**config.mk**
```make
export PLATFORM = sky130hd
export DESIGN_NAME = fltb_ctrl
export DESIGN_NICKNAME = d
export VERILOG_FILES = /design/src/sv/fltb_pkg.sv /design/src/sv/fltb_ctrl.sv
export SDC_FILE = /design/constraint.sdc
export NUM_CORES = 1
export LEC_CHECK = 0
export BUFFER_PORTS_ARGS = -buffer_cell sky130_fd_sc_hd__buf_4
export CAP_MARGIN = 20
export CELL_PAD_IN_SITES_DETAIL_PLACEMENT = 1
export CELL_PAD_IN_SITES_GLOBAL_PLACEMENT = 2
export CORE_MARGIN = 4
export CORE_UTILIZATION = 21
export CTS_BUF_LIST = sky130_fd_sc_hd__clkbuf_8
export DETAILED_ROUTE_END_ITERATION = 10
export GPL_TIMING_DRIVEN = 0
export MAX_ROUTING_LAYER = met4
export PLACE_DENSITY = 0.86
export SYNTH_ARGS = -nofsm -noshare
export SYNTH_HDL_FRONTEND = slang
export SYNTH_SLANG_ARGS = --single-unit
```
**constraint.sdc**
```tcl
create_clock -name clk -period 1.2 [get_ports clk]
set_input_delay 0.06 -clock clk [delete_from_list [all_inputs] [get_ports clk]]
set_output_delay 0.06 -clock clk [all_outputs]
set_load 0.02 [all_outputs]
```
**src/sv/fltb_pkg.sv**
```systemverilog
`timescale 1ns / 1ps

package fltb_pkg;

  // Table store geometry
  localparam int NUM_TABLES        = 64;
  localparam int ENTRIES_PER_TABLE = 512;
  localparam int IDX_W             = 9;
  localparam int TBL_W             = $clog2(NUM_TABLES);
  localparam int CNT_W             = TBL_W + 1;
  localparam int MEM_DEPTH         = NUM_TABLES * ENTRIES_PER_TABLE;
  localparam int MEM_AW            = TBL_W + IDX_W;

  // Field widths
  localparam int ADDR_W     = 52;
  localparam int VA_W       = 48;
  localparam int PAGE_SHIFT = 12;
  localparam int VPN_W      = VA_W - PAGE_SHIFT;
  localparam int LVL_W      = 2;
  localparam int CFG_IDX_W  = 1;

  // Configuration register indexes
  typedef enum logic [CFG_IDX_W-1:0] {
    REG_ROOT_TABLE = 1'b0,
    REG_POOL_BASE  = 1'b1
  } cfg_reg_t;

  // Controller states
  typedef enum logic [3:0] {
    S_CLEAR,
    S_IDLE,
    S_READ,
    S_EVAL,
    S_CHECK,
    S_LINK,
    S_LEAF,
    S_OUT
  } state_t;

  // Controller to datapath
  typedef struct packed {
    logic clr_step;
    logic load;
    logic rd;
    logic eval;
    logic link;
    logic leaf;
    logic set_fail;
    logic ld_out;
  } dp_cmd_t;

  // Datapath to controller
  typedef struct packed {
    logic clr_last;
    logic present;
    logic bad_ptr;
    logic lvl_last;
    logic fits;
    logic no_alloc;
    logic out_busy;
  } dp_sts_t;

endpackage

```
**src/sv/fltb_ctrl.sv**
```systemverilog
`timescale 1ns / 1ps

module fltb_ctrl import fltb_pkg::*; (
  input  logic    clk,
  input  logic    rst_n,
  input  logic    in_valid,
  output logic    in_ready,
  input  dp_sts_t sts,
  output dp_cmd_t cmd
);

  state_t state_r, state_nxt;

  // State register
  always_ff @(posedge clk) begin
    if (!rst_n) begin
      state_r <= S_CLEAR;
    end else begin
      state_r <= state_nxt;
    end
  end

  // Next state and commands
  always_comb begin
    state_nxt = state_r;
    cmd       = '0;
    in_ready  = 1'b0;
    case (state_r)
      S_CLEAR: begin
        cmd.clr_step = 1'b1;
        if (sts.clr_last) begin
          state_nxt = S_IDLE;
        end
      end
      S_IDLE: begin
        in_ready = 1'b1;
        if (in_valid) begin
          cmd.load  = 1'b1;
          state_nxt = S_READ;
        end
      end
      S_READ: begin
        cmd.rd    = 1'b1;
        state_nxt = S_EVAL;
      end
      S_EVAL: begin
        cmd.eval = 1'b1;
        if (!sts.present) begin
          state_nxt = S_CHECK;
        end else if (sts.bad_ptr) begin
          cmd.set_fail = 1'b1;
          state_nxt    = S_OUT;
        end else if (sts.lvl_last) begin
          state_nxt = S_CHECK;
        end else begin
          state_nxt = S_READ;
        end
      end
      S_CHECK: begin
        if (!sts.fits) begin
          cmd.set_fail = 1'b1;
          state_nxt    = S_OUT;
        end else if (sts.no_alloc) begin
          state_nxt = S_LEAF;
        end else begin
          state_nxt = S_LINK;
        end
      end
      S_LINK: begin
        cmd.link = 1'b1;
        if (sts.lvl_last) begin
          state_nxt = S_LEAF;
        end
      end
      S_LEAF: begin
        cmd.leaf  = 1'b1;
        state_nxt = S_OUT;
      end
      S_OUT: begin
        if (!sts.out_busy) begin
          cmd.ld_out = 1'b1;
          state_nxt  = S_IDLE;
        end
      end
      default: begin
        state_nxt = S_IDLE;
      end
    endcase
  end

endmodule

```
# After elaboration in Yosys (flattened, before gate mapping)
# Index checks and enable logic that the tools add are counted.
# W data, S select, Z words.
# classes
muxes	24
n_eq_ne	11
reduce_logical	2
# ops
cell	count
$pmux W4 S8	1
$mux W4	6
$eq A4 B3 Y1 const B	4
$mux W1	13
$eq A4 B2 Y1 const B	2
$ne A2 B2 Y1 const B	4
$eq A4 B1 Y1 const B	1
$logic_not A4 Y1	1
$mux W2	2
$reduce_and A4 Y1	1
$mux W3	1
$pmux W1 S2	1
# word_totals
ff_bits	4
output_inout_bits	9
inputBits	10
wordCells	38

# Longest topological paths before layout
# depth
ltp_word	4
depth_mapped	4
depth_no_buf	4

# Least setup slack after synthesis
# OpenSTA, ideal clock, no wires.
# synth_timing
path_type	reg-to-reg
start	register state_r[1]
end	register state_r[0]
setup_slack_ns	-0.153
path_buffers	1
path_stages_with_launch	5
period_less_slack_ns	1.353
required_ns	1.084
setup_ns	0.116
t_arrival_ns	1.237
path_cell_list	dfxtp_1 buf_6 nor3_1 nand2b_1 o211a_1
# synth_via
elab_chain_cells	3
word_cells_on_any_way	14
cone_classes	eq/ne: 11; mux: 1; reduce/logical: 2
# synth_rtl
element	line	rtl
start, declared	fltb_ctrl.sv:12	state_t state_r, state_nxt;
start signal, assigned	fltb_ctrl.sv:19	state_r <= state_nxt;
$eq A4 B3 Y1, or another cell as far along	fltb_ctrl.sv:28	case (state_r)
$ne A2 B2 Y1 (no line)	n/a	
$reduce_and A4 Y1 (no line)	n/a	
# Several ways; a longest one is shown, not always the timed one.
# A chain may end at the register's enable or synchronous reset.

==> results.py <==
metrics = {
    "logic_synthesis": {
        "synth_cell_types": 26,
        "yosys_warnings": 0,
        "syn_area_um2": 310.3,
        "avgSynthCellArea_um2": 7.388,
        "ys_ff_latch": 3,
        "syn-num-nets": 52,
        "netlist_instances": 42,
        "yosysSeqAreaShare_pct": 19.35,
    },
    "sta": {
        "worst-slew-pin-transition_ns": 0.2320,
        "clock.fmax_ghz": 0.8284,
        "finalHoldViolCount": 0,
        "rsz0062_at_grt": "true",
        "fin_crit_ns": 1.207,
        "setup_violations": 1,
        "finalClockSkew_ns": 0.003649,
        "setup_ws_ns": -0.007204,
        "finalCritPeriodShare_pct": 100.6,
        "relSlewSlack_pct": 84.54,
        "final.setup.tns_ns": -0.007204,
        "drv_slew": 0,
    },
    "cts": {
        "clkTransAtPathRegs_ns": 0.03,
        "cts_tree": "yes",
        "cts-root-buf": "clkbuf_8",
        "cts_sinks": 3,
        "clk_latency_ns": 0.22,
        "h-tree-depth": 1,
        "numCtsBuffers": 3,
        "ctsHoldBuffers": 0,
        "cts_buffer_depth": 2,
    },
    "place": {
        "portBuffers": 18,
        "place_congestion": 0.7009,
    },
    "floorplanning": {
        "initial_core_util_pct": 22.98,
        "io_pins": 19,
        "die_h_um": 46.44,
        "num_rows": 13,
        "core_area_mm2": 0.001350,
        "die-area_mm2": 0.002157,
        "die_w_um": 46.44,
    },
    "cells_and_area": {
        "top_regs": "state_r x3",
        "fin_nets": 77,
        "area_growth_pct": 81.05,
        "largest_reg_flops": 3,
        "fillers": 173,
        "antenna_cells": 0,
        "final_layout_size_suffix_gt1_share_pct": 56.06,
        "regMostFlops": "state_r",
    },
    "setup_path": {
        "setup.worst_path.end_class": "output port",
        "worst_ep_required_time_ns": 1.14,
        "worst-r2r-setup-slack_ns": 0.02,
        "critPathKind": "reg2out",
        "r2r-start": "state_r[2]",
        "crit_path_start_kind": "flop",
        "crit_fanout": 4,
        "r2r_cells": 3,
        "reg2reg_to": "state_r[0]",
        "cp.arrival_ns": 1.15,
    },
    "detailed_routing": {
        "drt_iter0_markers": 3,
        "firstDrtPassIters": 4,
        "drtAntennaViolNets": 0,
        "route.vias.total": 394,
        "drc": 0,
        "vias_per_cell": 4.864,
        "wl_per_cell_um": 13.04,
        "drt_wl_total_mm": 1.056,
    },
    "power_and_ir_drop": {
        "finalPower_mw": 0.5240,
        "powerDensity_mw_per_mm2": 932.7,
        "p_leak_nw": 0.2700,
        "vdd_drop_max_v": 0.0005352,
    },
    "global_route": {
        "overflow": 0,
        "antenna_found_initial": 0,
        "grt_max_degree": 11,
        "grt_pass1_vias": 401,
        "grt_pass1_wl_mm": 1.711,
        "grt_util_all_layers_pct": 11.44,
    },
    "job": {
        "drv_cap": 0,
    },
    "hold_path": {
        "hold_path_startpoint": "rst_n",
        "hold-path-cell-count": 2,
        "holdPathEnd": "state_r[0]",
        "hold_path_class": "in2reg",
    },
    "status": {
        "violations": "negative setup slack",
        "status": "finished with violations",
    },
}
[stage by stage]
step / hold slack [ns] / setup WS [ns] / instances / util [%] / cell area, um^2
floorplan: 0.1882 / 0.01024 / 42 / - / 326.6
global placement: 0.3127 / 0.03265 / 75 / 35.59 / 480.5
detailed placement: 0.3306 / 0.01578 / 75 / 35.59 / 480.5
CTS: 0.1079 / -0.007916 / 81 / 40.78 / 550.5
global route: 0.1087 / -0.05323 / 81 / 41.61 / 561.8
finish: 0.1067 / -0.007204 / 81 / 41.61 / 561.8
[layout by cell type, fill, tap and decap left out]
| master | Yosys | final |
|---|---|---|
| buf_6 | 1 | 3 |
| o211a_1 | 1 | 1 |
| a21oi_2 | 0 | 1 |
| o32ai_4 | 0 | 1 |
| nor2b_1 | 1 | 1 |
| dfxtp_1 | 3 | 1 |
| nor3_1 | 2 | 1 |
| a211oi_1 | 1 | 1 |
| a31oi_1 | 1 | 1 |
| nand2_1 | 5 | 5 |
| and3_2 | 1 | 1 |
| nor2_1 | 5 | 4 |
| and3_1 | 1 | 1 |
| inv_1 | 2 | 3 |
| and3b_2 | 1 | 1 |
| nor3b_2 | 0 | 1 |
| dfxtp_2 | 0 | 2 |
| mux2i_1 | 1 | 1 |
| or2_2 | 1 | 1 |
| nor2_2 | 0 | 1 |
| nor3_2 | 0 | 1 |
| o32a_1 | 1 | 1 |
| nand2_2 | 1 | 1 |
| a22oi_1 | 1 | 1 |
| nand3_1 | 1 | 1 |
| o2111a_1 | 1 | 1 |
| buf_4 | 2 | 20 |
| nand2b_1 | 4 | 4 |
| o21ai_0 | 1 | 1 |
| clkbuf_8 | 0 | 3 |
[synth_stat cells (all sizes together)]
cell type | count | area share [%]
dfxtp | 3 | 19
a31oi | 1 | 2.0
buf | 3 | 8.5
nand2b | 4 | 8.1
nand3 | 1 | 1.6
o32ai | 1 | 5.2
o32a | 1 | 3.2
o211a | 1 | 3.2
and3b | 1 | 3.2
a21oi | 1 | 1.6
nor3b | 1 | 2.4
a211oi | 1 | 2.4
a22oi | 1 | 2.4
inv | 2 | 2.4
o21ai | 1 | 1.6
mux2i | 1 | 3.2
and3 | 2 | 4.4
nor2b | 1 | 2.0
nor3 | 2 | 3.2
or2 | 1 | 2.0
o2111a | 1 | 3.6
nand2 | 6 | 8.1
nor2 | 5 | 6.0
[worst max path at each step]
stage	start	cells past startpoint	endpoint	slack [ns]
after floorplan	state_r[2]	4	state_r[0]	0.01
after global placement	state_r[2]	3	state_r[0]	0.03
after detailed placement	state_r[1]	4	state_r[0]	0.02
after CTS	state_r[1]	3	cmd[1]	-0.008
after global routing	state_r[2]	4	cmd[1]	-0.05
final	state_r[2]	4	cmd[1]	-0.007
[layer usage]
metal,up-vias,global-route usage [%],part of all wire [%]
li1,196,-,-
met1,183,13.96,44
met2,15,17.86,50
met3,0,2.344,5.6
met4,0,5.114,0
met5,-,-,0
[power by group]
group / switching [mW] / internal, mW / leakage [nW]
sequential: 0.00401 / 0.105 / 0.0255
combinational: 0.0632 / 0.0618 / 0.218
clock: 0.0717 / 0.218 / 0.0269
[cell families (layout without fill, tap and decap cells)]
family          Yosys count  in the layout  share of synthesized area (%)
buf+inv                   5             29                          10.89
flops                     3              3                          19.36
simple gates             24             24                          41.13
compound gates            9              9                          25.40
mux                       1              1                          3.226
[repair_timing]
action                                  CTS  global route
pin swaps                                 2             1
buffers inserted                          2             0
resized for setup                         4             3
endpoints found under the setup margin    2             5
[layout make-up]
| type | count | area (um^2) | area share (%) |
|---|---|---|---|
| Multi-Input combinational cell | 34 | 244.0 | 43.43 |
| Timing Repair Buffer | 20 | 153.9 | 27.39 |
| Sequential cell | 3 | 62.56 | 11.14 |
| Clock buffer | 3 | 41.29 | 7.350 |
| Buffer | 3 | 30.03 | 5.345 |
| Tap cell | 15 | 18.77 | 3.341 |
| Inverter | 2 | 7.507 | 1.336 |
| Clock inverter | 1 | 3.754 | 0.6682 |
[worst max-delay path, cell delays in order, from the launching register on]
cell and delay [ns]:
dfxtp_2 0.33, and3b_2 0.26, nand2_2 0.07, o32ai_4 0.11, buf_6 0.16
(Power assumes the default switching activity.)
